## src/hw/rtl/assert_macros.svh

```systemverilog
// assertion helpers, clocked on clk, disabled in reset
`ifndef ASSERT_MACROS_SVH
`define ASSERT_MACROS_SVH

`define AVSM_ASSERT_IMPL(lbl, ante, cons) \
	lbl: assert property (@(posedge clk) disable iff (!arst_n) (ante) |-> (cons)) \
		else $error("assertion failed");

`define AVSM_ASSERT_NEXT(lbl, ante, cons) \
	lbl: assert property (@(posedge clk) disable iff (!arst_n) (ante) |=> (cons)) \
		else $error("assertion failed");

`endif

```

## src/hw/rtl/avsm_pkg.sv

```systemverilog
package avsm_pkg;

	typedef enum logic [3:0] {
		ST_IDLE,
		ST_RD,
		ST_CHK,
		ST_DIV,
		ST_GAIN,
		ST_AMP,
		ST_WSIN,
		ST_WROM,
		ST_NHOLD,
		ST_NDEC,
		ST_NLVL,
		ST_MIX,
		ST_ACC,
		ST_NEXT,
		ST_OUT
	} avsm_state_t;

	typedef struct packed {
		logic busy;
		logic done;
	} avsm_div_sts_t;

	localparam logic       KIND_TRIGGER = 1'b1;
	localparam logic [2:0] SHAPE_SINE   = 3'd1;
	localparam logic [2:0] SHAPE_SQUARE = 3'd2;
	localparam logic [2:0] SHAPE_TRI    = 3'd3;
	localparam logic [2:0] SHAPE_NOISE  = 3'd4;

	localparam logic [15:0] LFSR_SEED   = 16'hACE1;
	localparam logic [16:0] NOISE_DECAY = 17'd32604;
	localparam logic [14:0] GAIN_UNITY  = 15'd16384;
	localparam logic [31:0] HALF_PI_Q30 = 32'd1686629713;
	localparam int          GAIN_BITS   = 15;

endpackage

```

## src/hw/rtl/avsm_mem.sv

```systemverilog
// voice record store, one write and one registered read; unwritten entries read as zero
module avsm_mem #(
	parameter int WIDTH = 240,
	parameter int DEPTH = 16
) (
	input  logic                                   clk,
	input  logic                                   arst_n,
	input  logic                                   we,
	input  logic [(DEPTH > 1 ? $clog2(DEPTH) : 1)-1:0] waddr,
	input  logic [WIDTH-1:0]                       wdata,
	input  logic [(DEPTH > 1 ? $clog2(DEPTH) : 1)-1:0] raddr,
	output logic [WIDTH-1:0]                       rdata
);
	import avsm_pkg::*;

	logic [WIDTH-1:0] mem [DEPTH];
	logic [DEPTH-1:0] vld_q;
	logic [WIDTH-1:0] rdata_q;
	logic             rvld_q;

	always_ff @(posedge clk or negedge arst_n) begin
		if (!arst_n) begin
			vld_q  <= '0;
			rvld_q <= 1'b0;
		end else begin
			rvld_q <= vld_q[raddr];
			if (we) begin
				vld_q[waddr] <= 1'b1;
			end
		end
	end

	always_ff @(posedge clk) begin
		if (we) begin
			mem[waddr] <= wdata;
		end
		rdata_q <= mem[raddr];
	end

	assign rdata = rvld_q ? rdata_q : '0;
endmodule

```

## config.mk

```make
export PLATFORM = sky130hd
export DESIGN_NAME = avsm_mem
export DESIGN_NICKNAME = d
export VERILOG_FILES = /design/src/hw/rtl/assert_macros.svh /design/src/hw/rtl/avsm_pkg.sv /design/src/hw/rtl/avsm_mem.sv
export SDC_FILE = /design/constraint.sdc
export NUM_CORES = 2
export LEC_CHECK = 0
export BUFFER_PORTS_ARGS = -buffer_cell sky130_fd_sc_hd__buf_2
export CORE_MARGIN = 1
export CORE_UTILIZATION = 41
export CTS_CLUSTER_DIAMETER = 120
export DETAILED_ROUTE_END_ITERATION = 8
export SYNTH_ARGS = -nofsm -noshare
export SYNTH_HDL_FRONTEND = slang
export SYNTH_SLANG_ARGS = --single-unit
```

## constraint.sdc

```tcl
create_clock -name clk -period 1.69 [get_ports clk]
set_input_delay 0.2535 -clock clk [delete_from_list [all_inputs] [get_ports clk]]
set_output_delay 0.2535 -clock clk [all_outputs]
set_load 0.005 [all_outputs]
```

Word-level counts from Yosys, hierarchy flattened
Memories as Yosys holds them, arrays and structs flattened. A register that Yosys moved wholly into a read port is not among the register bits. Cells that the tools add are included. Widths: inputs -> output; s select.

Mux-type cells: 7. Bitwise operators: 1. Reductions and logical operators: 1. Order comparisons: 3.

Operators by type and width (count): $mux 240 (1); $or 16x16->16 (1); $lt 4x5->1 const B (2); $bmux 1 s4 (1); $demux 1 s4 (1); $ge 4x1->1 const B (1); $mux 1 (4); $logic_and 1x1->1 (1).

Input port bits: 251. Output and inout bits: 240. RAM bits: 3840. Memories: 1. Flip-flop bits (word level): 17.

Memories: mem (depth 16, width 240, rd ports 1, clocked after memory_dff 1, wr ports 1, line avsm_mem.sv:16) `logic [WIDTH-1:0] mem [DEPTH];`.

Longest topological paths before layout
Depth in word-level cells: 5. Depth in mapped cells: 8. Gate-level depth less buffers: 3.

Least setup slack after synthesis
OpenSTA, ideal clock, no wires.

Kind: input to register. Start: in waddr[2] (netlist name). End: reg vld_q[0]. Arrival: 18.341 ns. Stages on the path: 3. Slack: -16.821 ns. Required time: 1.519 ns. Cells stage by stage: or3b_2 > nor3_1 > or2_2.

Longest elaborated chain between the ends: 5. Elaborated cells between the ends (all ways): 6. Classes of those cells: 2 x order compare; 2 x mux; 1 x bitwise; 1 x reduce/logical.

RTL lines: start: declaration (line avsm_mem.sv:9) `input logic [(DEPTH > 1 ? $clog2(DEPTH) : 1)-1:0] waddr,`; $lt 4x5->1 (implied by the code) / $ge 4x1->1 (equally long branches) (line avsm_mem.sv:28) `vld_q[waddr] <= 1'b1;`; $logic_and 1x1->1 (implied by the code) (line avsm_mem.sv:28); $mux 1 (implied by the code) (line avsm_mem.sv:28); $demux 1 s4 * (line avsm_mem.sv:28); $or 16x16->16 (no line) *; end signal: assignment (line avsm_mem.sv:23) `vld_q <= '0;`; end signal: indexed assignment (line avsm_mem.sv:28); end: declaration (line avsm_mem.sv:17) `logic [DEPTH-1:0] vld_q;`.

Mark *: on every way between the ends. The rest lies on a longest branch, timed or not. A chain may end at the register's enable or synchronous reset.

Worst setup path after layout
Start: reg rvld_q. End: out rdata[83].

Longest elaborated chain between the ends: 1.

RTL lines: start: declaration (line avsm_mem.sv:19) `logic rvld_q;`; start signal: assignment (line avsm_mem.sv:26) `rvld_q <= vld_q[raddr];`; $mux 240 (line avsm_mem.sv:40) `assign rdata = rvld_q ? rdata_q : '0;`; end: declaration (line avsm_mem.sv:12) `output logic [WIDTH-1:0] rdata`.

No other way between the ends.

==> out/metrics.yaml <==
power_mw: 219
p_per_area_nw_per_um2: 1180
cts-root-buf: "clkbuf_16"
fin_util_pct: 50.6
dr.max_layer_used: "met5"
netlist_area_um2: 151000
rows: 222
grt_pass1_wl_um: 546000
worstMarginPinSlew_ns: 0.794
max_stage_delay_ns: 0.52
crit_chain: "buf_12 -> buf_16 -> clkbuf_16 -> and2_4 -> buf_6"
period_needed_ns: 2.61
maxCapViolations: 0
wl_met2_um: 189000
pre_cts_ws_ns: -0.555
die-area_um2: 371000
met3WireLength_um: 25300
overflow: 0
cp_slowest_cell: "dfrtp_4"
cts_max_level: 5
required_ns: 1.44
antenna_left: 0
end_kind: "output port"
boundaryPins: 491
worstSkewPairLatency_ns: 1.01
hold_viol: 0
track_usage_pct: 20.2
outcome: "complete, but fails checks"
first_pass_iters: 5
grt_max_degree: 50
drive_gt1_share_pct: 35.5
startpoint_type: "flop"
worst_ir_drop_vdd_mv: 0.994
die_x_um: 609
fin_worst_skew_ns: 0.0524
relSlewSlack_pct: 46.9
start_util_pct: 41.3
critPathMaxFanout: 8
path_delay_family: "buffers and inverters"
ys_seq_elements: 4097
ys_seq_area_share_pct: 79.8
synth.avg_cell_area_um2: 22.9
crit_type: "flop to output port"
ys_warn_count: 0
clk_pin_slew_ns: 0.06
synth_cells: 6606
dpl.hpwl_um: 242000
route.detailed.drc: 0
failed_checks: "negative setup slack"
yosys.cell_types.count: 28
crit_buf_inv: 4
core_area_um2: 366000
clock-sinks: 4097
wl_met1_um: 157000
dr_total_vias: 73934
grt_pass1_vias: 77585
tritoncts: "yes"
antenna_found_initial: 76
fin_nets: 8477
area_delta_synth_final_pct: 22.5
rsz0062_at_grt: "yes"
die_h_um: 609
worstPathArrival_ns: 2.35
wl_per_cell_um: 28.4
slew_viol_final: 0
cts_buffers: 417
fmax_ghz: 0.384
synth_nets: 6857
setup_violations: 355
tns_ns: -201.79
drt-initial-drc-count: 6981
port-buffer-count: 490
p_leak_nw: 61.4
routabilityCongestion: 0.780
drt_wl_total_um: 382000
finalCritPeriodShare_pct: 154
layout_setup_ws_ns: -0.916
clockBufferDepth: 4
vias_per_cell: 5.50
hold_class: "primary input to flop"
==> cell families (layout without fill, tap and decap cells) <==
| group | Yosys count | in the layout | synth area share (%) |
|---|---|---|---|
| other | 0 | 31 | 0 |
| AOI/OAI and AO/OA | 528 | 528 | 2.63 |
| muxes | 1078 | 1078 | 14.6 |
| DFF | 4097 | 4097 | 79.8 |
| and+or+nand+nor | 540 | 540 | 1.92 |
| buffers and inverters | 363 | 2343 | 1.13 |
==> cells in the final DEF (no fill, tap or decap), types with 53 or more instances in the layout <==
| master | synthesis | final |
|---|---|---|
| mux2_2 | 135 | 135 |
| clkbuf_1 | 170 | 125 |
| edfxtp_1 | 3840 | 3840 |
| nand2_1 | 169 | 169 |
| buf_6 | 7 | 72 |
| buf_12 | 0 | 325 |
| and2_4 | 0 | 88 |
| mux2i_1 | 59 | 59 |
| buf_4 | 46 | 478 |
| clkinv_1 | 0 | 67 |
| dlygate4sd3_1 | 0 | 253 |
| clkinv_2 | 0 | 68 |
| a22oi_1 | 387 | 387 |
| and2_1 | 244 | 155 |
| mux4_2 | 884 | 884 |
| nor2b_1 | 58 | 53 |
| clkbuf_16 | 0 | 424 |
| dfxtp_1 | 240 | 240 |
| buf_2 | 94 | 422 |
==> synthesized netlist by cell type <==
| cell | instances | area (µm²) |
|---|---|---|
| nor3_1 | 4 | 20.0 |
| and2_1 | 244 | 1530 |
| a221oi_1 | 19 | 166 |
| nor2_1 | 20 | 75.1 |
| o21ai_0 | 41 | 205 |
| nand3b_1 | 2 | 15.0 |
| mux2i_1 | 59 | 591 |
| nand3_1 | 1 | 5.00 |
| clkbuf_1 | 170 | 638 |
| dfxtp_1 | 240 | 4800 |
| buf_2 | 94 | 470 |
| a221o_1 | 5 | 50.1 |
| buf_6 | 7 | 78.8 |
| buf_1 | 46 | 173 |
| edfxtp_1 | 3840 | 115000 |
| nand2_1 | 169 | 634 |
| mux4_2 | 884 | 19900 |
| or2_2 | 17 | 106 |
| a22oi_1 | 387 | 2910 |
| nor2b_1 | 58 | 363 |
| o22a_1 | 15 | 131 |
| o221ai_1 | 51 | 447 |
| buf_4 | 46 | 345 |
| or3b_2 | 1 | 8.76 |
| nand2b_1 | 24 | 150 |
| o22ai_1 | 10 | 62.6 |
| mux2_2 | 135 | 1520 |
| dfrtp_1 | 17 | 425 |
==> area by class of cell <==
| cell class | count | area (µm²) |
|---|---|---|
| tap | 4816 | 6030 |
| sequential | 4097 | 121000 |
| clock buffer | 582 | 11500 |
| fill | 28778 | 181000 |
| clock inverter | 197 | 1900 |
| multi-input combinational | 2146 | 29300 |
| timing repair buffer | 1564 | 15900 |
| antenna | 31 | 77.6 |
==> flip-flops by register name (all words and copies together), names as in the netlist <==
signal	count
rvld_q	1
vld_q	16
rdata_q	240
mem	3840
==> path summary, 6_finish.rpt <==
kind	from	to	slack (ns)	depth (start not counted)
setup / recovery	rvld_q	rdata[83]	-0.92	5
setup reg to reg	mem[14][60]	rdata_q[60]	0.19	3
hold reg to reg	vld_q[10]	vld_q[10]	0.47	1
min in group asynchronous	arst_n	vld_q[12]	0.57	3
max in group asynchronous	arst_n	rvld_q	0.54	3
hold / removal	raddr[0]	rdata_q[173]	0.08	5
==> timing repair <==
action,CTS,global route
gates cloned,2,8
hold endpoints to repair,3942,0
resized for setup,78,115
hold buffers,253,0
setup buffers,5,4
setup endpoints to repair,240,306
==> worst register-to-register path: cells and delay by family (launching register included) <==
family	cells	cell delay, ns
compound gates	1	0.23
flops	1	0.38
mux	2	0.72
==> stage by stage <==
step	instances	hold slack (ns)	area, µm²
4_1_cts	13392	0.00496	184000
3_5_place_dp	12353	0.206	168000
6_report	13433	0.0829	185000
2_1_floorplan	6606	-0.0421	151000
3_3_place_gp	12353	0.192	168000
5_1_grt	13419	0.0743	185000
==> power by group <==
group | internal, mW | leakage (nW) | switching [mW]
sequential | 114 | 36.9 | 0.985
combinational | 7.26 | 18.1 | 7.98
clock | 50.0 | 6.47 | 38.8
==> per-layer routing <==
layer  global-route usage (%)  up-vias
met5                        0        -
met3                     3.90      607
met1                     27.2    39674
met2                     33.6     2466
met4                     5.49       32
li1                         -    31155
Note: power is estimated with default switching activity, not from simulation.
