==> src/hw/rtl/assert_macros.svh <==
// assertion helpers, clocked on clk, disabled in reset
`ifndef ASSERT_MACROS_SVH
`define ASSERT_MACROS_SVH

`define AVSM_ASSERT_IMPL(lbl, ante, cons) \
	lbl: assert property (@(posedge clk) disable iff (!arst_n) (ante) |-> (cons)) \
		else $error("assertion failed");

`define AVSM_ASSERT_NEXT(lbl, ante, cons) \
	lbl: assert property (@(posedge clk) disable iff (!arst_n) (ante) |=> (cons)) \
		else $error("assertion failed");

`endif

==> src/hw/rtl/avsm_pkg.sv <==
package avsm_pkg;

	typedef enum logic [3:0] {
		ST_IDLE,
		ST_RD,
		ST_CHK,
		ST_DIV,
		ST_GAIN,
		ST_AMP,
		ST_WSIN,
		ST_WROM,
		ST_NHOLD,
		ST_NDEC,
		ST_NLVL,
		ST_MIX,
		ST_ACC,
		ST_NEXT,
		ST_OUT
	} avsm_state_t;

	typedef struct packed {
		logic busy;
		logic done;
	} avsm_div_sts_t;

	localparam logic       KIND_TRIGGER = 1'b1;
	localparam logic [2:0] SHAPE_SINE   = 3'd1;
	localparam logic [2:0] SHAPE_SQUARE = 3'd2;
	localparam logic [2:0] SHAPE_TRI    = 3'd3;
	localparam logic [2:0] SHAPE_NOISE  = 3'd4;

	localparam logic [15:0] LFSR_SEED   = 16'hACE1;
	localparam logic [16:0] NOISE_DECAY = 17'd32604;
	localparam logic [14:0] GAIN_UNITY  = 15'd16384;
	localparam logic [31:0] HALF_PI_Q30 = 32'd1686629713;
	localparam int          GAIN_BITS   = 15;

endpackage

==> src/hw/rtl/avsm_div.sv <==
// restoring divider, one quotient bit per cycle; numerator >> Q_W must be below den
module avsm_div #(
	parameter int DEN_W = 22,
	parameter int Q_W   = 15
) (
	input  logic                      clk,
	input  logic                      arst_n,
	input  logic                      start,
	input  logic [DEN_W+Q_W-1:0]      num,
	input  logic [DEN_W-1:0]          den,
	output logic [Q_W-1:0]            quo,
	output avsm_pkg::avsm_div_sts_t   sts
);
	import avsm_pkg::*;

	localparam int CNT_W = $clog2(Q_W + 1);

	logic [DEN_W-1:0] rem_q;
	logic [DEN_W-1:0] den_q;
	logic [Q_W-1:0]   low_q;
	logic [CNT_W-1:0] cnt_q;
	logic             busy_q;
	logic             done_q;
	logic [DEN_W:0]   trial;
	logic [DEN_W:0]   diff;
	logic             ge;

	always_comb begin
		trial = {rem_q, low_q[Q_W-1]};
		diff  = trial - {1'b0, den_q};
		ge    = trial >= {1'b0, den_q};
	end

	always_ff @(posedge clk or negedge arst_n) begin
		if (!arst_n) begin
			busy_q <= 1'b0;
			done_q <= 1'b0;
			cnt_q  <= '0;
		end else begin
			done_q <= busy_q && (cnt_q == CNT_W'(1));
			if (start) begin
				busy_q <= 1'b1;
				cnt_q  <= CNT_W'(Q_W);
			end else if (busy_q) begin
				cnt_q <= cnt_q - CNT_W'(1);
				if (cnt_q == CNT_W'(1)) begin
					busy_q <= 1'b0;
				end
			end
		end
	end

	always_ff @(posedge clk) begin
		if (start) begin
			rem_q <= num[DEN_W+Q_W-1:Q_W];
			low_q <= num[Q_W-1:0];
			den_q <= den;
		end else if (busy_q) begin
			rem_q <= ge ? diff[DEN_W-1:0] : trial[DEN_W-1:0];
			low_q <= {low_q[Q_W-2:0], ge};
		end
	end

	assign quo      = low_q;
	assign sts.busy = busy_q;
	assign sts.done = done_q;
endmodule

==> config.mk <==
export PLATFORM = sky130hd
export DESIGN_NAME = avsm_div
export DESIGN_NICKNAME = d
export VERILOG_FILES = /design/src/hw/rtl/assert_macros.svh /design/src/hw/rtl/avsm_pkg.sv /design/src/hw/rtl/avsm_div.sv
export SDC_FILE = /design/constraint.sdc
export NUM_CORES = 1
export LEC_CHECK = 0
export BUFFER_PORTS_ARGS = -buffer_cell sky130_fd_sc_hd__buf_2
export CORE_UTILIZATION = 50
export CTS_BUF_LIST = sky130_fd_sc_hd__clkbuf_2 sky130_fd_sc_hd__clkbuf_4 sky130_fd_sc_hd__clkbuf_8
export DETAILED_ROUTE_END_ITERATION = 10
export PLACE_DENSITY = 0.82
export SETUP_SLACK_MARGIN = 0.5
export SYNTH_ARGS = -nofsm -noshare
export SYNTH_HDL_FRONTEND = slang
export SYNTH_SLANG_ARGS = --single-unit
==> constraint.sdc <==
create_clock -name clk -period 4.6 [get_ports clk]
set_input_delay 0.92 -clock clk [delete_from_list [all_inputs] [get_ports clk]]
set_output_delay 0.92 -clock clk [all_outputs]
set_load 0.05 [all_outputs]
After elaboration in Yosys (flattened, before gate mapping). Cells that the tools add are included.

Bits in registers: 65. Input bits: 62. Output and inout port bits: 17. Word-level logic and storage cells: 22.

Add/subtract/negate cells: 2. Magnitude comparators: 1. Equal/unequal tests: 1. Muxes and demuxes: 10. Reduce and logical (&&, ||, !) cells: 2.

Operator list (number): 2-to-1 mux 22 bit (3); 2-to-1 mux 15 bit (2); >= comparator 23 x 22 -> 1 bit (1); subtractor 22 bit (1); 2-to-1 mux 4 bit (2); == test 4 x 1 -> 1 bit (second input constant) (1); subtractor 4 x 1 -> 4 bit (second input constant) (1); 2-to-1 mux 1 bit (3); nonzero test 2 bit (1); logical AND 1 bit (1).

Longest topological paths before layout. Gate-level depths: netlist (run 1).

Word-level depth: 4. Mapped depth: 13. Mapped depth without buffers: 12.

Worst setup path after synthesis (run 1). No wires, ideal clock.

Path kind: register -> register. From: register low_q[14], in the netlist quo[14]. To: register rem_q[20], data pin. Arrival: 2.810 ns. Required time: 4.346 ns. Path slack: 1.536 ns. Cell stages (with the launch flop): 13. Period minus slack after synthesis: 3.064 ns. Cells stage by stage: edfxtp_1 inv_1 ha_1 inv_1 fa_1 a21oi_2 o211ai_1 a311oi_2 o21bai_1 a221o_1 a21oi_1 xnor2_1 a21o_1.

Longest elaborated chain between the ends: 4.

Ends and longest elaborated chain: start: declaration (RTL line avsm_div.sv:20) `logic [Q_W-1:0] low_q;`; start signal: assignment (RTL line avsm_div.sv:56) `low_q <= num[Q_W-1:0];`; start signal: assignment (RTL line avsm_div.sv:60) `low_q <= {low_q[Q_W-2:0], ge};`; subtractor 22 bit / >= comparator 23 x 22 -> 1 bit (equally long branches) (RTL line avsm_div.sv:30, avsm_div.sv:31); 2-to-1 mux 22 bit * (RTL line avsm_div.sv:59) `rem_q <= ge ? diff[DEN_W-1:0] : trial[DEN_W-1:0];`; 2-to-1 mux 22 bit * (RTL line avsm_div.sv:58) `end else if (busy_q) begin`; 2-to-1 mux 22 bit * (RTL line avsm_div.sv:54) `if (start) begin`; end signal: assignment (RTL line avsm_div.sv:55) `rem_q <= num[DEN_W+Q_W-1:Q_W];`; end signal: assignment (RTL line avsm_div.sv:59); end: declaration (RTL line avsm_div.sv:18) `logic [DEN_W-1:0] rem_q;`.

Every way passes the cells marked *; elsewhere a longest branch is shown, timed or not. The select of a mux whose other input is x is not followed. A chain may end at the register's enable or synchronous reset.

Worst setup path in the final report (run 1). Same ends and word-level chain as after synthesis.

==> results of run 1 <==
placed cells by master, fill, tap and decap left out, types with 3 or more instances in the layout:
master	instances
sky130_fd_sc_hd__a21o_1	8
sky130_fd_sc_hd__a21oi_1	14
sky130_fd_sc_hd__a21oi_2	4
sky130_fd_sc_hd__a221o_1	4
sky130_fd_sc_hd__a31oi_1	10
sky130_fd_sc_hd__and3_1	9
sky130_fd_sc_hd__buf_2	78
sky130_fd_sc_hd__clkbuf_8	9
sky130_fd_sc_hd__dfrtp_1	6
sky130_fd_sc_hd__edfxtp_1	59
sky130_fd_sc_hd__ha_1	24
sky130_fd_sc_hd__inv_1	31
sky130_fd_sc_hd__inv_6	3
sky130_fd_sc_hd__mux2_2	16
sky130_fd_sc_hd__nand2_1	39
sky130_fd_sc_hd__nand3_1	7
sky130_fd_sc_hd__nor2_1	28
sky130_fd_sc_hd__nor3_1	5
sky130_fd_sc_hd__nor4b_1	3
sky130_fd_sc_hd__o21ai_0	7
sky130_fd_sc_hd__o21ai_1	6
sky130_fd_sc_hd__xnor2_1	14
sky130_fd_sc_hd__xor2_1	4
worst max-delay path, delay by kind of cell, from the launching register on:
family,cells,cell delay (ps)
AOI/OAI and AO/OA,7,1700
adders and majority gates,2,570
DFF,1,430
buffers and inverters,2,130
xor gates and xnor gates,1,80
logic make-up (layout without fill, tap and decap cells):
| kind of cell | count (synthesis) | in the layout | share of synthesized area, % |
|---|---|---|---|
| AOI/OAI and AO/OA | 78 | 78 | 15.2 |
| xor gates and xnor gates | 18 | 18 | 4.02 |
| adders and majority gates | 25 | 25 | 8.17 |
| buffers and inverters | 46 | 126 | 5.39 |
| DFF | 65 | 65 | 49.0 |
| muxes | 18 | 18 | 5.11 |
| and+or+nand+nor | 108 | 108 | 13.1 |
final timing paths:
check	start	to	cells after the start
worst min-delay path	arst_n	busy_q	1
worst max-delay path	quo[14]	rem_q[20]	12
min in group clk	cnt_q[3]	cnt_q[3]	2
worst max register to register	quo[14]	rem_q[20]	12
max in group asynchronous	arst_n	cnt_q[0]	1
worst min register to register	cnt_q[3]	cnt_q[3]	2
area by class of cell:
class | count | area (um2) | share of cell area (%)
Inverter | 31 | 116 | 2.56
Multi-Input combinational cell | 247 | 1790 | 39.3
Clock inverter | 7 | 77.6 | 1.71
Tap cell | 99 | 124 | 2.72
Sequential cell | 65 | 1920 | 42.3
Timing Repair Buffer | 79 | 398 | 8.75
Clock buffer | 9 | 124 | 2.72
where the power goes:
| group | switching (W) | internal, W | leakage (nW) |
|---|---|---|---|
| logic | 0.000894 | 0.000596 | 1.24 |
| clock network | 0.000245 | 0.000256 | 0.101 |
| registers | 0.0000838 | 0.000830 | 0.668 |
flip-flops by register name, summed over array words and instances (netlist names):
name	cells
busy_q	1
cnt_q	4
den_q	22
rem_q	22
quo	15
done_q	1
metal layers:
layer | up-vias | part of all wire (%)
met4 | 0 | 1.8
met2 | 66 | 52
met3 | 13 | 3.5
met5 | - | 0
met1 | 1401 | 43
li1 | 1457 | -
stage by stage:
stage | hold WS [ps] | util [%] | setup slack (ps) | std cells | instance area [um2]
6_report | 379 | 61.4 | 1450 | 537 | 4550
5_1_grt | 379 | 61.4 | 1260 | 537 | 4550
4_1_cts | 370 | 61.4 | 1480 | 537 | 4550
3_5_place_dp | 508 | 58.7 | 1500 | 521 | 4350
3_3_place_gp | 507 | 58.7 | 1510 | 521 | 4350
2_1_floorplan | 489 | - | 1540 | 358 | 3920
==> run summary, run 1 <==
DRT
---------------------------------------------------------------------------------
Post-DRT Antenna Nets ..............................................            0
Detailed-router iteration count before antenna repair ..............            4
Number of vias per cell ............................................         5.47
Final wirelength ...................................................      8150 um
Remaining design rule violation count ..............................            0
Post-DR wirelength/cell ............................................      15.2 um
Starting DRT DRC Count .............................................          143
Via count ..........................................................         2937

CLOCK TREE
---------------------------------------------------------------------------------
Sink Count .........................................................           65
CTS resizes ........................................................            0
Cts bufs inserted ..................................................            9
Number of buffers inserted to repair setup after CTS ...............            0
CTS H-Tree Depth ...................................................            3
Number of buffers inserted by hold repair at cts ...................            0
Clock latency of the later-clocked register in the worst-skew pair .       350 ps
CTS clk-pin slew, worst paths ......................................        80 ps
Root buffer cell ................................................... sky130_fd_sc_hd__clkbuf_8
Clock Path Buffers .................................................            2
CTS tree ...........................................................          yes

SYNTH
---------------------------------------------------------------------------------
Area share of the largest cell type after synthesis ................        45.2%
Post-synthesis cell type count .....................................           57
FFs w/ async S/R, synth ............................................        9.23%
Most used standard cell by instance count after synthesis .......... sky130_fd_sc_hd__edfxtp_1
Cell type with the largest total area after synthesis .............. sky130_fd_sc_hd__edfxtp_1
Combined area of all synthesized cells .............................     3920 um2
Post-synth net total ...............................................          445
Portion of the post-synthesis area used by sequential elements .....        49.0%
Number of synthesized register bits ................................           65
Synthesized area per cell ..........................................     10.9 um2
Synth top area cells ............................................... sky130_fd_sc_hd__edfxtp_1 45%, sky130_fd_sc_hd__ha_1 7.7%, sky130_fd_sc_hd__mux2_2 4.6%
Number of cells produced by synthesis ..............................          358
Synthesis warning total ............................................            0
Top flip-flop cell by instance count after synthesis ............... sky130_fd_sc_hd__edfxtp_1
Most instantiated cells after synthesis ............................ 59 x sky130_fd_sc_hd__edfxtp_1, 39 x sky130_fd_sc_hd__nand2_1, 31 x sky130_fd_sc_hd__inv_1
Number of enable flip-flop cells after synthesis ...................           59

DIE
---------------------------------------------------------------------------------
Effective utilization at floorplan .................................        52.9%
Total Die Area .....................................................     8200 um2
I/O pins ...........................................................           79
DIE HEIGHT .........................................................      90.5 um
Cell row count .....................................................           31
Placeable core region ..............................................     7410 um2
Width of the die ...................................................      90.5 um

TIMING
---------------------------------------------------------------------------------
Worst clock skew on the final layout ...............................      8.42 ps
Post-layout minimum cycle time .....................................      3150 ps
Total of endpoints with negative setup slack in the final report ...            0
Total Negative Setup Slacks ........................................         0 ps
Final hold violations ..............................................            0
Achievable clock frequency .........................................    0.318 GHz
Final Slew Violations ..............................................            0
Actual transition at the worst max-transition pin ..................      1090 ps
Crit share post-route ..............................................        68.4%
Unrepaired setup endpoints after global routing ....................           no
Worst slew margin ..................................................        27.1%

FINAL LAYOUT
---------------------------------------------------------------------------------
Fill cell instance count of the final layout .......................          627
Fraction of layout instances using a drive strength above 1 ........        29.5%
Layout overhead on the synthesized area ............................        16.0%
Final antenna diode count ..........................................            0
Final-stage net count ..............................................          520

RUN
---------------------------------------------------------------------------------
Maximum Capacitance Violations .....................................            0

PWR
---------------------------------------------------------------------------------
Pwr dens ...........................................................   639 nW/um2
Overall power of the completed layout ..............................    0.00290 W
IR Drop Worst-Case VDD .............................................     0.264 mV
Leakage ............................................................      2.00 nW

GLOBAL ROUTING
---------------------------------------------------------------------------------
GR Layer Usage met3 ................................................        4.55%
Met2 routing resource usage after global routing ...................        36.9%
Antenna violations before repair ...................................            0
First-pass GRT wire length .........................................     13500 um
Number of global-route vias before repair ..........................         3036
Largest net degree at the start of global routing ..................           41
Met1 Usage GRT .....................................................        24.3%
Busiest layer in global routing ....................................         met2
Global route total overflow ........................................            0
Global Route Usage Sum .............................................        20.9%

CRITICAL PATH
---------------------------------------------------------------------------------
R2r setup slk ......................................................      1450 ps
Cell mode on critical path ......................................... sky130_fd_sc_hd__inv_1
Critical path data required time ...................................      4710 ps
Worst stage delay on the critical path .............................       500 ps
Critical path class ................................................ flop to flop
CP max stage cell .................................................. sky130_fd_sc_hd__a311oi_2
CP Data Arrival Time ...............................................      3260 ps
Cell Chain, Critical Path .......................................... inv_1 -> ha_1 -> inv_1 -> fa_1 -> a21oi_2 -> o211ai_1 -> a311oi_2 -> o21bai_1 -> a221o_1 -> a21oi_1 -> xnor2_1 -> a21o_1
Top fanout value on the critical path ..............................            5
Crit end category ..................................................         flop
Type of origin of the critical path ................................         flop

WORST HOLD PATH
---------------------------------------------------------------------------------
Min-Delay Path Class ............................................... input port to async pin

PLACEMENT
---------------------------------------------------------------------------------
Final weighted congestion in routability-driven placement ..........        0.895
HPWL after DPL .....................................................      5700 um
Port Buf Inserts ...................................................           78

RUN STATUS
---------------------------------------------------------------------------------
Status .............................................................    completed

No activity file was read; power rests on OpenSTA's default activity.
==> run 2, diff against run 1 <==
Clock period 4.6 ns to 3.2 ns, I/O delays scaled along.
==> run summary, run 2 (synthesis results as in run 1) <==
CRITICAL PATH
---------------------------------------------------------------------------------
Worst stage delay on the critical path .............................       400 ps   was 500 ps
Type of origin of the critical path ................................         flop   unchanged
Crit path from .....................................................      quo[14]   unchanged
Cell mode on critical path ......................................... sky130_fd_sc_hd__a21oi_2   was sky130_fd_sc_hd__inv_1
Cell Chain, Critical Path .......................................... inv_1 -> ha_2 -> inv_2 -> fa_2 -> a21oi_2 -> o211ai_1 -> a311oi_2 -> o21bai_2 -> a221o_1 -> a21oi_2 -> xnor2_1 -> a21o_1   was inv_1 -> ha_1 -> inv_1 -> fa_1 -> a21oi_2 -> o211ai_1 -> a311oi_2 -> o21bai_1 -> a221o_1 -> a21oi_1 -> xnor2_1 -> a21o_1
Critical path class ................................................ flop to flop   unchanged
Critical path data required time ...................................      3320 ps   was 4710 ps
Crit end category ..................................................         flop   unchanged
CP Data Arrival Time ...............................................      2920 ps   was 3260 ps
CP max stage cell .................................................. sky130_fd_sc_hd__edfxtp_1   was sky130_fd_sc_hd__a311oi_2
Startpoint of the most critical register-to-register path ..........      quo[14]   unchanged
Top fanout value on the critical path ..............................            2   was 5

FINAL LAYOUT
---------------------------------------------------------------------------------
Fill cell instance count of the final layout .......................          564   was 627
Layout overhead on the synthesized area ............................        30.3%   was 16.0%
Non-filler cells in the finished layout ............................          570   was 537
Final-stage net count ..............................................          553   was 520
Most common cell after layout, fill and taps aside ................. sky130_fd_sc_hd__buf_2   unchanged
Final antenna diode count ..........................................            0   unchanged
Fraction of layout instances using a drive strength above 1 ........        41.2%   was 29.5%
Most used cells in the layout excluding fill and tap cells ......... 78 x sky130_fd_sc_hd__buf_2, 59 x sky130_fd_sc_hd__edfxtp_1, 39 x sky130_fd_sc_hd__nand2_1   unchanged
Fin util ...........................................................        68.9%   was 61.4%

PLACEMENT
---------------------------------------------------------------------------------
Final weighted congestion in routability-driven placement ..........        0.901   was 0.895
Port Buf Inserts ...................................................           78   unchanged
Pre-CTS setup slack ................................................       123 ps   was 1500 ps
Inst Count DP ......................................................          527   was 521
HPWL after DPL .....................................................      5950 um   was 5700 um

GLOBAL ROUTING
---------------------------------------------------------------------------------
Antenna violations before repair ...................................            0   unchanged
First-pass GRT wire length .........................................     14500 um   was 13500 um
Largest net degree at the start of global routing ..................           43   was 41
Global route total overflow ........................................            0   unchanged
Number of global-route vias before repair ..........................         3200   was 3036
Global Route Usage Sum .............................................        22.5%   was 20.9%

TIMING
---------------------------------------------------------------------------------
Final hold violations ..............................................            0   unchanged
Final Slew Violations ..............................................            0   unchanged
Worst slew margin ..................................................        45.2%   was 27.1%
Post-layout minimum cycle time .....................................      2790 ps   was 3150 ps
Total Negative Setup Slacks ........................................         0 ps   unchanged
Achievable clock frequency .........................................    0.358 GHz   was 0.318 GHz
Unrepaired setup endpoints after global routing ....................          yes   was no
Crit share post-route ..............................................        87.3%   was 68.4%
Setup ws final .....................................................       407 ps   was 1450 ps
Actual transition at the worst max-transition pin ..................       820 ps   was 1090 ps
Worst clock skew on the final layout ...............................      14.7 ps   was 8.42 ps
Total of endpoints with negative setup slack in the final report ...            0   unchanged

PWR
---------------------------------------------------------------------------------
IR Drop Worst-Case VDD .............................................     0.487 mV   was 0.264 mV
Pwr dens ...........................................................   990 nW/um2   was 639 nW/um2
Leakage ............................................................      2.20 nW   was 2.00 nW

CLOCK TREE
---------------------------------------------------------------------------------
CTS H-Tree Depth ...................................................            3   unchanged
Number of buffers inserted by hold repair at cts ...................            0   unchanged
CTS tree ...........................................................          yes   unchanged
Root buffer cell ................................................... sky130_fd_sc_hd__clkbuf_8   unchanged
Clock latency of the later-clocked register in the worst-skew pair .       360 ps   was 350 ps
Sink Count .........................................................           65   unchanged
Clock Path Buffers .................................................            2   unchanged
CTS clk-pin slew, worst paths ......................................        80 ps   about the same
Cts bufs inserted ..................................................            9   unchanged

WORST HOLD PATH
---------------------------------------------------------------------------------
Min-Delay Path Class ............................................... input port to async pin   unchanged

DRT
---------------------------------------------------------------------------------
Post-DRT Antenna Nets ..............................................            0   unchanged
Post-DR wirelength/cell ............................................      16.5 um   was 15.2 um
Via count ..........................................................         3153   was 2937
Remaining design rule violation count ..............................            0   unchanged
Starting DRT DRC Count .............................................          260   was 143
Final wirelength ...................................................      9390 um   was 8150 um
Number of vias per cell ............................................         5.53   was 5.47
Detailed-router iteration count before antenna repair ..............            5   was 4

DIE
---------------------------------------------------------------------------------
Total Die Area .....................................................     8200 um2   unchanged
Width of the die ...................................................      90.5 um   unchanged
I/O pins ...........................................................           79   unchanged
Effective utilization at floorplan .................................        52.9%   unchanged
Placeable core region ..............................................     7410 um2   unchanged
Cell row count .....................................................           31   unchanged
DIE HEIGHT .........................................................      90.5 um   unchanged

RUN
---------------------------------------------------------------------------------
Maximum Capacitance Violations .....................................            0   unchanged

RUN STATUS
---------------------------------------------------------------------------------
Status .............................................................    completed   unchanged

## run 2: final cells by class
class / count / area [um2] / area share, %
Multi-Input combinational cell: 247 / 2070 / 40.5
Clock buffer: 10 / 131 / 2.57
Tap cell: 99 / 124 / 2.43
Sequential cell: 65 / 1920 / 37.6
Inverter: 31 / 116 / 2.28
Timing Repair Buffer: 112 / 676 / 13.2
Clock inverter: 6 / 67.6 / 1.32
## run 2: final timing paths
kind | to | slack, ps | cells past startpoint
setup / recovery | rem_q[20] | 410 | 12
hold / removal | cnt_q[3] | 100 | 1
setup reg to reg | rem_q[20] | 410 | 12
hold reg to reg | cnt_q[3] | 520 | 2
max in group asynchronous | cnt_q[2] | 2970 | 1
min in group clk | den_q[0] | 450 | 1
## run 2: through the flow
stage	total power (W)	area, um2	hold WS, ps
finish	0.00506	5110	96.0
global route	0.00537	5110	86.8
CTS	0.00448	4780	82.7
detailed placement	0.00348	4400	468
global placement	0.00343	4400	464
floorplan	0.00311	3930	344
## run 2: metal layers
metal	global-route usage, %	vias to the layer above	share of wire (%)
met2	37.6	122	51
met1	26.8	1493	41
li1	-	1520	-
met3	6.31	18	6.1
met5	0	-	0
met4	10.3	0	2.2
## run 2: critical path: cells and delay by family (launching register included)
family,cells,cell delay [ps]
compound gates,7,1420
fa+ha+maj,2,540
buf+inv,2,110
flops,1,400
xor+xnor,1,80
## run 2: what timing repair did
| action | CTS | global route |
|---|---|---|
| setup buffers | 12 | 15 |
| gates resized for setup | 13 | 37 |
| setup endpoints to repair | 23 | 22 |
| pin swaps | 8 | 30 |
## run 2: report_power, final
group / total (W) / switching [W] / leakage [nW] / internal (W)
Clock: 0.000708 / 0.000337 / 0.0963 / 0.000371
Sequential: 0.00135 / 0.000154 / 0.668 / 0.00120
Combinational: 0.00300 / 0.00159 / 1.43 / 0.00141
==> run 3, diff against run 2 <==
==> constraint.sdc (replaced) <==
create_clock -name clk -period 3.2 [get_ports clk]
set_input_delay 0.64 -clock clk [delete_from_list [all_inputs] [get_ports clk]]
set_output_delay 0.64 -clock clk [all_outputs]
set_load 0.01 [all_outputs]
==> run summary, run 3 (synthesis results as in run 1) <==
RUN STATUS
---------------------------------------------------------------------------------
Status .............................................................    completed   unchanged

CLOCK TREE
---------------------------------------------------------------------------------
Clock latency of the later-clocked register in the worst-skew pair .       360 ps   about the same
Sink Count .........................................................           65   unchanged
Cts bufs inserted ..................................................            9   unchanged
CTS H-Tree Depth ...................................................            3   unchanged
Number of buffers inserted by hold repair at cts ...................            0   unchanged
CTS clk-pin slew, worst paths ......................................        70 ps   was 80 ps
Clock Path Buffers .................................................            2   unchanged
Root buffer cell ................................................... sky130_fd_sc_hd__clkbuf_8   unchanged
CTS tree ...........................................................          yes   unchanged

FINAL LAYOUT
---------------------------------------------------------------------------------
Fin util ...........................................................        69.0%   was 68.9%
Fraction of layout instances using a drive strength above 1 ........        41.9%   was 41.2%
Final antenna diode count ..........................................            0   unchanged
Final-stage net count ..............................................          554   was 553
Fill cell instance count of the final layout .......................          505   was 564
Layout overhead on the synthesized area ............................        30.4%   was 30.3%
Most used cells in the layout excluding fill and tap cells ......... 78 x sky130_fd_sc_hd__buf_2, 59 x sky130_fd_sc_hd__edfxtp_1, 38 x sky130_fd_sc_hd__nand2_1   was 78 x sky130_fd_sc_hd__buf_2, 59 x sky130_fd_sc_hd__edfxtp_1, 39 x sky130_fd_sc_hd__nand2_1
Most common cell after layout, fill and taps aside ................. sky130_fd_sc_hd__buf_2   unchanged

TIMING
---------------------------------------------------------------------------------
Worst slew margin ..................................................        51.4%   was 45.2%
Total Negative Setup Slacks ........................................         0 ps   unchanged
Post-layout minimum cycle time .....................................      2800 ps   was 2790 ps
Setup ws final .....................................................       396 ps   was 407 ps
Worst clock skew on the final layout ...............................      7.51 ps   was 14.7 ps
Achievable clock frequency .........................................    0.357 GHz   was 0.358 GHz
Actual transition at the worst max-transition pin ..................       728 ps   was 820 ps
Final Slew Violations ..............................................            0   unchanged
Final hold violations ..............................................            0   unchanged
Unrepaired setup endpoints after global routing ....................          yes   unchanged
Total of endpoints with negative setup slack in the final report ...            0   unchanged
Crit share post-route ..............................................        87.6%   was 87.3%

CRITICAL PATH
---------------------------------------------------------------------------------
R2r setup slk ......................................................       400 ps   was 410 ps
Cell Chain, Critical Path .......................................... inv_2 -> ha_4 -> inv_2 -> fa_2 -> a21oi_2 -> o211ai_1 -> a311oi_2 -> buf_4 -> o31ai_4 -> xnor2_1 -> nand3_1 -> o21ai_2 -> a21oi_1   was inv_1 -> ha_2 -> inv_2 -> fa_2 -> a21oi_2 -> o211ai_1 -> a311oi_2 -> o21bai_2 -> a221o_1 -> a21oi_2 -> xnor2_1 -> a21o_1
CP max stage cell .................................................. sky130_fd_sc_hd__edfxtp_1   unchanged
Bufs and invs on worst path ........................................            3   was 2
Type of origin of the critical path ................................         flop   unchanged
Top fanout value on the critical path ..............................            4   was 2
Cell mode on critical path ......................................... sky130_fd_sc_hd__inv_2   was sky130_fd_sc_hd__a21oi_2
Worst stage delay on the critical path .............................       430 ps   was 400 ps
CP Data Arrival Time ...............................................      2890 ps   was 2920 ps
Crit path from .....................................................      quo[14]   unchanged
Crit end category ..................................................         flop   unchanged
Critical path data required time ...................................      3290 ps   was 3320 ps
Worst path top cell family by delay ................................ compound AO/OA/AOI/OAI gates   unchanged
Critical path class ................................................ flop to flop   unchanged
Worst R2R Path Depth ...............................................           13   was 12
Startpoint of the most critical register-to-register path ..........      quo[14]   unchanged
RR Endpoint ........................................................    rem_q[14]   was rem_q[20]

GLOBAL ROUTING
---------------------------------------------------------------------------------
Global Route Usage Sum .............................................        22.2%   was 22.5%
Antenna violations before repair ...................................            0   unchanged
Number of global-route vias before repair ..........................         3191   was 3200
Largest net degree at the start of global routing ..................           38   was 43
First-pass GRT wire length .........................................     14200 um   was 14500 um
Global route total overflow ........................................            0   unchanged

DRT
---------------------------------------------------------------------------------
Detailed-router iteration count before antenna repair ..............            5   unchanged
Post-DRT Antenna Nets ..............................................            0   unchanged
Remaining design rule violation count ..............................            0   unchanged
Via count ..........................................................         3242   was 3153
Final wirelength ...................................................      9800 um   was 9390 um
Post-DR wirelength/cell ............................................      17.2 um   was 16.5 um
Number of vias per cell ............................................         5.68   was 5.53
Starting DRT DRC Count .............................................          214   was 260

PLACEMENT
---------------------------------------------------------------------------------
Port Buf Inserts ...................................................           78   unchanged
Final weighted congestion in routability-driven placement ..........        0.882   was 0.901
Pre-CTS setup slack ................................................       237 ps   was 123 ps
HPWL after DPL .....................................................      5990 um   was 5950 um

DIE
---------------------------------------------------------------------------------
I/O pins ...........................................................           79   unchanged
Cell row count .....................................................           31   unchanged
Width of the die ...................................................      90.5 um   unchanged
Total Die Area .....................................................     8200 um2   unchanged
Effective utilization at floorplan .................................        52.9%   unchanged
Placeable core region ..............................................     7410 um2   unchanged
DIE HEIGHT .........................................................      90.5 um   unchanged

WORST HOLD PATH
---------------------------------------------------------------------------------
Min-Delay Path Class ............................................... input port to async pin   unchanged

PWR
---------------------------------------------------------------------------------
Leakage ............................................................      2.18 nW   was 2.20 nW
IR Drop Worst-Case VDD .............................................     0.425 mV   was 0.487 mV
Pwr dens ...........................................................   975 nW/um2   was 990 nW/um2

RUN
---------------------------------------------------------------------------------
Maximum Capacitance Violations .....................................            0   unchanged

## run 3: power breakdown
part | leakage, nW | switching [W] | internal (W)
registers | 0.668 | 0.000168 | 0.00120
clock network | 0.0909 | 0.000339 | 0.000358
logic | 1.42 | 0.00150 | 0.00142
## run 3: per-layer routing
layer  global-route usage (%)  vias to the layer above  share of wire, %
met1                     25.2                     1568                39
met5                        0                        -                 0
met4                     9.68                        0               2.8
li1                         -                     1522                 -
met3                     6.48                       26               5.9
met2                     38.5                      126                52
## run 3: how the worst max path moves through the flow
stage | to | slack, ps | depth (start not counted)
2_1_floorplan | rem_q[20] | 460 | 12
3_3_place_gp | rem_q[5] | 340 | 10
3_5_place_dp | rem_q[10] | 240 | 10
4_1_cts | rem_q[14] | 420 | 13
5_1_grt | rem_q[14] | 250 | 13
6_report | rem_q[14] | 400 | 13
## run 3: what timing repair did
item | 4_1_cts | 5_1_grt
buffers inserted | 13 | 13
gates resized for setup | 15 | 35
gates cloned | 0 | 1
endpoints found under the setup margin | 23 | 23
pin swaps | 11 | 26
## run 3: stage by stage
step | instance area (um2) | power, W | instances | hold slack, ps
after floorplan | 3930 | 0.00302 | 358 | 344
after global placement | 4410 | 0.00337 | 528 | 464
after detailed placement | 4410 | 0.00342 | 528 | 469
after CTS | 4800 | 0.00445 | 557 | 80.3
after global routing | 5110 | 0.00526 | 571 | 80.9
final | 5110 | 0.00498 | 571 | 89.3
## run 3: cell type report
| cell class | instances | area [um2] | area share (%) |
|---|---|---|---|
| multi-input combinational | 248 | 2090 | 40.9 |
| sequential | 65 | 1920 | 37.6 |
| timing repair buffer | 112 | 666 | 13.0 |
| inverter | 31 | 116 | 2.28 |
| tap | 99 | 124 | 2.42 |
| clock buffer | 9 | 124 | 2.42 |
| clock inverter | 7 | 70.1 | 1.37 |
